**config.mk**
```make
export PLATFORM = sky130hd
export DESIGN_NAME = bba_ctrl
export DESIGN_NICKNAME = d
export VERILOG_FILES = /design/src/design/bba_pkg.sv /design/src/design/bba_ctrl.sv
export SDC_FILE = /design/constraint.sdc
export NUM_CORES = 1
export LEC_CHECK = 0
export BUFFER_PORTS_ARGS = -buffer_cell sky130_fd_sc_hd__buf_2
export CORE_AREA = 2 2 39 41
export CTS_CLUSTER_DIAMETER = 50
export DETAILED_ROUTE_END_ITERATION = 8
export DIE_AREA = 0 0 41 43
export GPL_TIMING_DRIVEN = 0
export MAX_ROUTING_LAYER = met4
export SETUP_SLACK_MARGIN = 0.02
export SYNTH_ARGS = -nofsm -noshare
export SYNTH_HDL_FRONTEND = slang
export SYNTH_SLANG_ARGS = --single-unit
```
**constraint.sdc**
```tcl
create_clock -name clk -period 1.5 [get_ports clk]
set_clock_uncertainty 0.1 [all_clocks]
set_input_delay 0.3 -clock clk [delete_from_list [all_inputs] [get_ports clk]]
set_output_delay 0.3 -clock clk [all_outputs]
set_load 0.1 [all_outputs]
```
**src/design/bba_pkg.sv**
```systemverilog
// Shared types and constants for the block bitmap allocator.
// Used by every module of the block; depends on nothing.
`default_nettype none

package bba_pkg;

	localparam int MAX_BLOCKS_DEF = 4096;
	localparam int MAP_WORD_W     = 32;
	localparam int BIT_SEL_W      = 5;
	localparam int BLK_W          = 12;
	localparam int KIND_W         = 2;
	localparam int STAT_W         = 2;
	localparam int CNT_W          = 13;
	localparam int APB_DATA_W     = 32;
	localparam int APB_ADDR_W     = 3;
	localparam int IN_DATA_W      = 16;
	localparam int OUT_DATA_W     = 16;

	localparam logic [CNT_W-1:0] TOTAL_BLOCKS_RST = 13'd4096;
	localparam logic [0:0]       REG_TOTAL_BLOCKS = 1'b0;

	localparam logic [KIND_W-1:0] KIND_ALLOC = 2'd0;
	localparam logic [KIND_W-1:0] KIND_FREE  = 2'd1;
	localparam logic [KIND_W-1:0] KIND_QUERY = 2'd2;

	localparam logic [STAT_W-1:0] ST_OK          = 2'd0;
	localparam logic [STAT_W-1:0] ST_FULL        = 2'd1;
	localparam logic [STAT_W-1:0] ST_DOUBLE_FREE = 2'd2;

	typedef enum logic [2:0] {
		S_CLEAR,
		S_IDLE,
		S_DISPATCH,
		S_SCAN,
		S_FREE_RD,
		S_FREE_CHK,
		S_RESP
	} state_t;

	typedef struct packed {
		logic clr_en;
		logic accept;
		logic scan_en;
		logic free_rd;
		logic free_chk;
		logic scan_fin;
		logic direct_fin;
		logic push_out;
	} dp_cmd_t;

	typedef struct packed {
		logic              clr_last;
		logic [KIND_W-1:0] kind;
		logic              blk_ok;
		logic              scan_done;
	} dp_sts_t;

endpackage

`default_nettype wire

```
**src/design/bba_ctrl.sv**
```systemverilog
// Controller of the block bitmap allocator: request sequencing state
// machine and output valid flag. Depends on bba_pkg; drives bba_dp.
`default_nettype none

module bba_ctrl (
	input  wire                   clk,
	input  wire                   arst_n,
	input  wire                   in_valid,
	output logic                  in_ready,
	output logic                  out_valid,
	input  wire                   out_ready,
	input  wire bba_pkg::dp_sts_t sts,
	output bba_pkg::dp_cmd_t      cmd
);

	bba_pkg::state_t state_q;
	bba_pkg::state_t state_d;
	logic            out_valid_q;
	logic            out_free;

	assign out_free = ~out_valid_q | out_ready;

	always_comb begin
		state_d = state_q;
		case (state_q)
			bba_pkg::S_CLEAR: begin
				if (sts.clr_last) state_d = bba_pkg::S_IDLE;
			end
			bba_pkg::S_IDLE: begin
				if (in_valid) state_d = bba_pkg::S_DISPATCH;
			end
			bba_pkg::S_DISPATCH: begin
				if (sts.kind inside {bba_pkg::KIND_ALLOC, bba_pkg::KIND_QUERY}) begin
					state_d = bba_pkg::S_SCAN;
				end else if (sts.kind == bba_pkg::KIND_FREE && sts.blk_ok) begin
					state_d = bba_pkg::S_FREE_RD;
				end else begin
					state_d = bba_pkg::S_RESP;
				end
			end
			bba_pkg::S_SCAN: begin
				if (sts.scan_done) state_d = bba_pkg::S_RESP;
			end
			bba_pkg::S_FREE_RD:  state_d = bba_pkg::S_FREE_CHK;
			bba_pkg::S_FREE_CHK: state_d = bba_pkg::S_RESP;
			bba_pkg::S_RESP: begin
				if (out_free) state_d = bba_pkg::S_IDLE;
			end
			default: state_d = bba_pkg::S_IDLE;
		endcase
	end

	always_comb begin
		cmd      = '0;
		in_ready = 1'b0;
		case (state_q)
			bba_pkg::S_CLEAR: cmd.clr_en = 1'b1;
			bba_pkg::S_IDLE: begin
				in_ready   = 1'b1;
				cmd.accept = in_valid;
			end
			bba_pkg::S_DISPATCH: begin
				if (!(sts.kind inside {bba_pkg::KIND_ALLOC, bba_pkg::KIND_QUERY}) &&
					!(sts.kind == bba_pkg::KIND_FREE && sts.blk_ok)) begin
					cmd.direct_fin = 1'b1;
				end
			end
			bba_pkg::S_SCAN: begin
				cmd.scan_en  = 1'b1;
				cmd.scan_fin = sts.scan_done;
			end
			bba_pkg::S_FREE_RD:  cmd.free_rd = 1'b1;
			bba_pkg::S_FREE_CHK: cmd.free_chk = 1'b1;
			bba_pkg::S_RESP:     cmd.push_out = out_free;
			default: cmd = '0;
		endcase
	end

	always_ff @(posedge clk or negedge arst_n) begin
		if (!arst_n) begin
			state_q     <= bba_pkg::S_CLEAR;
			out_valid_q <= 1'b0;
		end else begin
			state_q <= state_d;
			if (cmd.push_out) begin
				out_valid_q <= 1'b1;
			end else if (out_ready) begin
				out_valid_q <= 1'b0;
			end
		end
	end

	assign out_valid = out_valid_q;

endmodule

`default_nettype wire

```
==> Yosys cells after proc, flatten, opt, wreduce, memory -nomap -nowiden <==
Index checks and enable logic that the tools add are counted.
{ "op_classes": {"n_addsub": 0, "n_reduce_logical": 9, "n_div": 0, "n_mul": 0, "n_shift": 0, "bitwise": 2, "n_lt_le_gt_ge": 0, "n_mux": 19, "eq_ne": 12} }
{ "op_table": {"columns": ["cell", "n"], "rows": [
  ["$pmux W3 S7", 1],
  ["$mux W3", 5],
  ["$mux W1", 12],
  ["$eq A3 B3 Y1 const B", 3],
  ["$ne A2 B2 Y1 const B", 4],
  ["$eq A3 B2 Y1 const B", 2],
  ["$reduce_and A4 Y1", 1],
  ["$reduce_bool A2 Y1", 2],
  ["$eq A3 B1 Y1 const B", 1],
  ["$logic_not A3 Y1", 1],
  ["$eq A2 B1 Y1 const B", 1],
  ["$eq A2 B2 Y1 const B", 1],
  ["$logic_and A1 B1 Y1", 2],
  ["$logic_not A1 Y1", 2],
  ["$logic_not A2 Y1", 1],
  ["$mux W2", 1],
  ["$not A1 Y1", 1],
  ["$or A1 B1 Y1", 1]
]} }
{ "word_totals": {"mem_bits_ro": 0, "register_bits": 4, "mem_count": 0, "latch_bits": 0, "out_inout_bits": 10, "ramBits": 0, "input_bits": 9} }

==> Depth between registers and ports, before layout <==
Gate-level depths: netlist of run 1.
{ "logic_depth": {"ltp_word": 6, "mapped_depth": 4, "mapped_depth_nobuf": 3} }

==> Least setup slack after synthesis of run 1 <==
No wires, ideal clock.
{ "synth_path": {"path_type": "register to output", "startpoint": "register state_q[2]", "endpoint": "output cmd[2] in the netlist's numbering", "stages_incl_launch_ff": 5, "t_required_ps": 1100, "path_buffers": 1, "path_slack_ps": -1748, "arrival_time_ps": 2848, "path_cell_list": "dfrtp_1 buf_6 nand2b_1 nor2_1 and2_1"} }
{ "synth_lines": {"columns": ["element", "line", "text"], "rows": [
  ["start: declaration", "bba_ctrl.sv:16", "bba_pkg::state_t state_q;"],
  ["start signal: assignment", "bba_ctrl.sv:81", "state_q <= bba_pkg::S_CLEAR;"],
  ["start signal: assignment", "bba_ctrl.sv:84", "state_q <= state_d;"],
  ["end: declaration", "bba_ctrl.sv:13", "output bba_pkg::dp_cmd_t cmd"]
]} }

==> results of run 1 <==
routing by layer:
metal	up-vias	part of all wire, %	global-route usage (%)	wire, um
li1	197	-	-	-
met1	186	37	13.8	369
met2	17	56	23.1	553
met3	2	4.8	1.57	48
met4	0	2.2	10.0	22
met5	-	0	-	0
cells in the mapped netlist:
cell type  n  area (um2)
nand2_1    3        11.3
nor2b_1    1        6.26
dfrtp_1    4         100
nor2_1     6        22.5
buf_6      1        11.3
and2_1     2        12.5
nor3_1     3        15.0
nand3b_1   1        7.51
nand2b_1   4        25.0
a21o_2     1        8.76
inv_1      2        7.51
a21oi_1    1        5.00
or3_1      2        12.5
and2b_1    1        7.51
a211oi_1   1        7.51
a31oi_1    1        6.26
o21ai_0    2        10.0
cells by family after synthesis:
family / count (synthesis) / synth area share [%]
flops: 4 / 36.2
buf+inv: 3 / 6.79
simple gates: 23 / 43.4
compound gates: 6 / 13.6
registers in the layout, summed over array words and instances, names as in the netlist:
signal / cells
out_valid: 1
state_q: 3
worst reg2reg max path, stage by stage, from the launching register on:
cell and delay (ns):
dfrtp_1 0.38, buf_4 0.13, buf_4 0.12, buf_2 0.13
or3_1 0.34, o21ai_1 0.08, a211oi_1 0.08
layout make-up:
class	count	area share, %
Sequential cell	4	13.3
Inverter	2	0.942
Clock buffer	4	3.30
Multi-Input combinational cell	29	32.5
Tap cell	16	2.51
Buffer	1	1.41
Timing Repair Buffer	35	46.0
stage by stage:
stage / setup TNS [ns] / cells / utilization, %
5_1_grt: -1.90 / 91 / 57.6
6_report: -1.52 / 91 / 57.6
4_1_cts: -1.43 / 88 / 55.3
3_3_place_gp: -1.17 / 70 / 35.0
2_1_floorplan: -2.18 / 36 / -
3_5_place_dp: -1.20 / 70 / 35.0
what timing repair did:
item,CTS,global route
hold endpoints to repair,4,0
setup buffers,12,3
resized for setup,39,4
setup endpoints to repair,9,10
cloned,1,0
pin swaps,4,3
hold buffers,1,0
worst min path at each step:
stage              start          to  slack, ns  depth (start not counted)
6_report       out_ready   out_valid       0.26                          3
2_1_floorplan     arst_n  state_q[0]       -0.1                          0
3_3_place_gp      arst_n   out_valid      0.006                          1
4_1_cts        out_ready   out_valid       0.25                          3
3_5_place_dp      arst_n  state_q[2]      0.005                          1
5_1_grt        out_ready   out_valid       0.26                          3
==> flow_summary.ini, run 1 <==
[status]
outcome = finished with violations
failed_checks = setup timing

[drt]
drt_iter0_drc = 8
wl_um = 993
drc_errors = 0
wire_per_inst_um = 10.9
vias = 402
drt_pass1_iterations = 4
antenna_left = 0
via_per_inst = 4.42

[worst_setup_path]
critPathLaunchType = flip-flop
cp_top_family = simple AND/OR/NAND/NOR gates
worstPathCellList = buf_6 > nand2b_4 > nor2_4 > and2_4 > buf_12
critPathCapture = cmd[2]
critPathMaxStageDelay_ns = 0.38
r2r-end = state_q[0]
startpoint = state_q[2]
crit_path_end_kind = output pin
critical_path.max_fanout = 5
r2r.worst_path.cells = 6
critPathKind = reg -> out
critPathBufInv = 2
worstReg2RegStart = state_q[2]
slowest_stage = dfrtp_1
path_depth = 5
cp.required_ns = 1.10
cp.arrival_ns = 1.32
reg2reg_slack_ns = 0.03

[timing]
drv_slew = 0
tightestPinTransition_ns = 0.301
finalSetupViolCount = 9
hold_violations = 0
period_share_pct = 115
layout_setup_ws_ns = -0.218
slew_headroom_pct = 80.0
fmaxAchievable_ghz = 0.582
period_needed_ns = 1.72
rsz0062_at_grt = yes
hold_ws_ns = 0.257

[cells_and_area]
layout_common_cells = buf_4, buf_2, buf_12
antenna_cells_inserted = 0
nFillCells = 125
final_nets = 85
layout-drive-gt1-share_pct = 74.7
area_delta_synth_final_pct = 188
final_area_um2 = 797
multi_input_area_um2 = 259
regArea_um2 = 106
layout_commonest_cell = buf_4

[clock_tree]
clkLatencyLatePin_ns = 0.24
htree_levels = 1
clockRootBuffer = clkbuf_4
clockBufferDepth = 2
clkSinkCount = 4
tritoncts = done
numCtsBuffers = 3
clk_pin_slew_worst_paths_ns = 0.04

[grt]
grt_max_degree = 8
grt_first_pass_wirelength_mm = 1.53
antenna_found_initial = 0
grt_pass1_vias = 389
grt_usage_pct = 13.9
overflow = 0

[floorplan]
die-area_mm2 = 0.00176
fp.dieH_um = 43
start_util_pct = 20.0
rows = 14
pin_count = 19
core_mm2 = 0.00138
die_x_um = 41

[logic_synthesis]
netlist_instances = 36
yosysSeqAreaShare_pct = 36.2
synth_cell_type_count = 17
synth_area_per_cell_um2 = 7.68
netlist_area_um2 = 277
synth_seq_cells = 4
syn_nets = 45
yosysWarnings = 0

[placed_design]
placedInstanceArea_um2 = 484
pre_cts_ws_ns = -0.231
portBuffers = 18
routabilityCongestion = 0.777

[min_path]
min_path_type = in -> reg

[flow_run]
max-cap-violations = 0
Power of run 1 is left out: the tool's default activity adds up to more than one toggle a clock period on the data nets, which glitch-free logic cannot reach.
==> inputs of run 2 (changes only) <==
REMOVE_ABC_BUFFERS = 1   (was not set)
==> flow_summary.ini, run 2 (same netlist as run 1, synthesis figures left out) <==
[timing]
period_needed_ns = 1.71
layout_setup_ws_ns = -0.208
finalSetupViolCount = 9
hold_ws_ns = 0.288
tightestPinTransition_ns = 0.484
hold_violations = 0
fmaxAchievable_ghz = 0.585
drv_slew = 0
rsz0062_at_grt = yes
slew_headroom_pct = 68.0
period_share_pct = 114

[floorplan]
start_util_pct = 20.0
die_x_um = 41
die-area_mm2 = 0.00176
rows = 14
pin_count = 19
fp.dieH_um = 43
core_mm2 = 0.00138

[clock_tree]
clk_pin_slew_worst_paths_ns = 0.04
clockBufferDepth = 2
htree_levels = 1
clkLatencyLatePin_ns = 0.24
numCtsBuffers = 3
tritoncts = done
clockRootBuffer = clkbuf_4
clkSinkCount = 4

[cells_and_area]
layout-drive-gt1-share_pct = 69.1
largest_reg_flops = 3
antenna_cells_inserted = 0
area_delta_synth_final_pct = 147
final_nets = 79
regMostFlops = state_q
layout_common_cells = buf_4, buf_2, buf_12
layout_commonest_cell = buf_4

[min_path]
min_path_type = in -> async

[grt]
grt_pass1_vias = 368
grt_max_degree = 9
antenna_found_initial = 0
grt_first_pass_wirelength_mm = 1.41
overflow = 0
grt_usage_pct = 13.2

[worst_setup_path]
cp.required_ns = 1.10
critPathLaunchType = flip-flop
r2r.worst_path.cells = 6
crit_path_end_kind = output pin
reg2reg_slack_ns = 0.02
critical_path.max_fanout = 7
critPathKind = reg -> out
r2r-end = state_q[1]
worstReg2RegStart = state_q[1]
cp.arrival_ns = 1.31

[placed_design]
dpl.hpwl_um = 512
pre_cts_ws_ns = -0.227
portBuffers = 18
routabilityCongestion = 0.757

[status]
outcome = finished with violations
failed_checks = setup timing

[drt]
wire_per_inst_um = 12.2
wl_mm = 1.03
antenna_left = 0
drt_iter0_drc = 7
vias = 387
via_per_inst = 4.61
drt_pass1_iterations = 4
drc_errors = 0

[flow_run]
max-cap-violations = 0
[run 2: cell types whose count changed in the layout (fill, tap and decap cells not counted), sizes merged]
cell | previous run | this run
buf | 34 | 27
[run 2: how the worst max path moves through the flow]
| stage | from | end | slack [ns] | depth (start not counted) |
|---|---|---|---|---|
| after detailed placement | state_q[2] | cmd[2] | -0.23 | 4 |
| after global routing | state_q[0] | cmd[0] | -0.24 | 3 |
| after CTS | state_q[0] | cmd[0] | -0.20 | 3 |
| after floorplan | state_q[2] | cmd[2] | -1.72 | 3 |
| final | state_q[0] | cmd[0] | -0.21 | 3 |
| after global placement | state_q[2] | cmd[2] | -0.23 | 4 |
[run 2: final cells by class]
class                      instances  area (um2)
fill                             133         701
tap                               16        20.0
timing repair buffer              30         300
sequential                         4         104
multi-input combinational         29         229
inverter                           2        7.51
clock buffer                       3        22.5
[run 2: worst max-delay path: stages (launching register included)]
cell	delay (ns)
dfrtp_2	0.46
nand3b_1	0.20
nor2b_1	0.15
buf_6	0.24
[run 2: per-stage QoR]
| step | util [%] | TNS [ns] | area (um2) | instances |
|---|---|---|---|---|
| 2_1_floorplan | - | -11.75 | 265 | 35 |
| 3_3_place_gp | 27.1 | -0.994 | 375 | 69 |
| 3_5_place_dp | 27.1 | -0.990 | 375 | 69 |
| 4_1_cts | 42.4 | -1.39 | 587 | 78 |
| 5_1_grt | 49.4 | -1.66 | 683 | 84 |
| 6_report | 49.4 | -1.34 | 683 | 84 |
[run 2: what timing repair did]
action                                 CTS  global route
cloned                                   0             0
pin swaps                                2             3
endpoints found under the hold margin    4             0
setup buffers                            5             6
setup endpoints to repair                9             9
gates resized for setup                 36            12
hold buffers                             1             0
[run 2: per-layer routing]
layer | wire [um] | GRT usage [%] | up-vias
met5 | 0 | - | -
met4 | 42 | 14.0 | 0
met3 | 50 | 1.57 | 5
met2 | 606 | 20.3 | 14
met1 | 326 | 12.7 | 182
li1 | - | - | 186
Power of run 2 is left out for the same reason.
==> inputs of run 3 (changes only) <==
ABC_AREA = 1   (was not set)
CORE_AREA = not set   (was 2 2 39 41)
CORE_UTILIZATION = 25   (was not set)
DIE_AREA = not set   (was 0 0 41 43)
REMOVE_ABC_BUFFERS = not set   (was 1)
==> flow_summary.ini, run 3 <==
[grt]
grt_max_degree = 8
antenna_found_initial = 0
grt_first_pass_wirelength_mm = 1.68
overflow = 0
grt_pass1_vias = 398
grt_usage_pct = 18.2

[timing]
tightestPinTransition_ns = 0.299
period_share_pct = 110
rsz0062_at_grt = yes
fin_tns_setup_ns = -1.06
layout_setup_ws_ns = -0.153
hold_violations = 0
period_needed_ns = 1.65
drv_slew = 0
slew_headroom_pct = 80.2
finalSetupViolCount = 9
fmaxAchievable_ghz = 0.605

[logic_synthesis]
yosys.cell_count.top_type = nand2_1
synth_cell_type_count = 15
netlist_area_um2 = 332
synth_seq_cells = 4
synthTopCellsByArea = dfrtp_1, nand2_1, inv_1, nor2_1, nand3_1
synth_top_area_cell = dfrtp_1
synth_top_area_share_pct = 30.2
synth-main-ff-cell = dfrtp_1
async_reset_ff_share_pct = 100
synth_edf_count = 0
synth_area_per_cell_um2 = 6.03
yosysSeqAreaShare_pct = 30.2
syn_nets = 64
synthTopCellsByCount = nand2_1, inv_1, nor2_1, dfrtp_1, nand3_1
netlist_instances = 55
yosysWarnings = 0

[floorplan]
pin_count = 19
die_x_um = 38.4
rows = 12
die-area_mm2 = 0.00148
core_mm2 = 0.00117
start_util_pct = 28.3
fp.dieH_um = 38.4

[status]
failed_checks = setup timing
outcome = finished with violations

[flow_run]
max-cap-violations = 0

[worst_setup_path]
cp.arrival_ns = 1.25
r2r-end = state_q[2]
worstReg2RegStart = state_q[0]
cp.required_ns = 1.10
critical_path.max_fanout = 5
crit_path_end_kind = output pin
worstPathCellList = buf_6 > nand2_4 > nor3b_4 > buf_12
reg2reg_slack_ns = 0.14
critPathMaxStageDelay_ns = 0.37
critPathKind = reg -> out
r2r.worst_path.cells = 8
slowest_stage = dfrtp_1
critPathLaunchType = flip-flop

[drt]
drc_errors = 0
vias = 422
antenna_left = 0
via_per_inst = 4.26
wire_per_inst_um = 10.5
wl_mm = 1.04
drt_iter0_drc = 10
drt_pass1_iterations = 2

[clock_tree]
numCtsBuffers = 3
clockRootBuffer = clkbuf_4
tritoncts = done
clkLatencyLatePin_ns = 0.24
clk_pin_slew_worst_paths_ns = 0.04
htree_levels = 1
clockBufferDepth = 2
clkSinkCount = 4

[cells_and_area]
regArea_um2 = 103
layout_common_cells = nand2_1, buf_12, buf_2
layout-drive-gt1-share_pct = 64.7
largest_reg_flops = 3
final_nets = 96
nFillCells = 87
antenna_cells_inserted = 0
area_delta_synth_final_pct = 145
multi_input_area_um2 = 277
regMostFlops = state_q

[placed_design]
dpl.hpwl_um = 604
portBuffers = 18
routabilityCongestion = 0.704

[min_path]
min_path_type = in -> async
[run 3: cell count changes after synthesis, sizes merged, moves of 4 or more]
cell / change
nand3: +5
nand2b: -4
inv: +9
nand2: +10
nor2: +6
[run 3: stage by stage]
| step | util [%] | hold WS (ns) | std cells | setup WS [ns] | instance area [um2] |
|---|---|---|---|---|---|
| after CTS | 67.0 | 0.291 | 98 | -0.142 | 785 |
| after global routing | 69.4 | 0.294 | 99 | -0.212 | 813 |
| after floorplan | - | -0.0956 | 55 | -0.331 | 425 |
| final | 69.4 | 0.293 | 99 | -0.153 | 813 |
| after detailed placement | 45.5 | 0.00588 | 87 | -0.181 | 533 |
| after global placement | 45.5 | 0.00438 | 87 | -0.191 | 533 |
[run 3: layout make-up]
class / instances / share of cell area (%)
Inverter: 11 / 7.23
Tap cell: 14 / 2.15
Sequential cell: 4 / 12.6
Clock buffer: 3 / 2.77
Buffer: 2 / 3.23
Multi-Input combinational cell: 38 / 34.0
Timing Repair Buffer: 27 / 38.0
[run 3: kinds of logic after synthesis]
logic type | Yosys count | synth area share (%)
buffers and inverters | 13 | 17.4
and+or+nand+nor | 34 | 46.4
DFF | 4 | 30.2
AOI/OAI and AO/OA | 4 | 6.03
[run 3: timing repair]
action	CTS	global route
setup buffers	6	1
hold buffers	1	0
cloned	1	0
gates resized for setup	46	10
hold endpoints to repair	4	0
pin swaps	5	2
setup endpoints to repair	9	10
[run 3: routing by layer]
| metal | GRT usage [%] | routed length (um) | vias up |
|---|---|---|---|
| met2 | 28.0 | 571 | 10 |
| met4 | 12.9 | 22 | 0 |
| met5 | - | 0 | - |
| met3 | 5.23 | 23 | 2 |
| met1 | 20.1 | 425 | 184 |
| li1 | - | - | 226 |
[run 3: worst max path at each step]
stage | start | to | slack, ns | depth (start not counted)
after detailed placement | state_q[2] | cmd[6] | -0.18 | 4
after CTS | state_q[2] | cmd[2] | -0.14 | 3
final | state_q[0] | cmd[2] | -0.15 | 4
after floorplan | state_q[2] | cmd[1] | -0.33 | 3
after global routing | state_q[1] | cmd[2] | -0.21 | 4
after global placement | state_q[0] | cmd[0] | -0.19 | 5
[run 3: worst max-delay path, delay by kind of cell, from the launching register on]
kind          cells  cell delay [ns]
flops             1             0.37
simple gates      2             0.29
buf+inv           2             0.36
Power of run 3 is left out for the same reason.
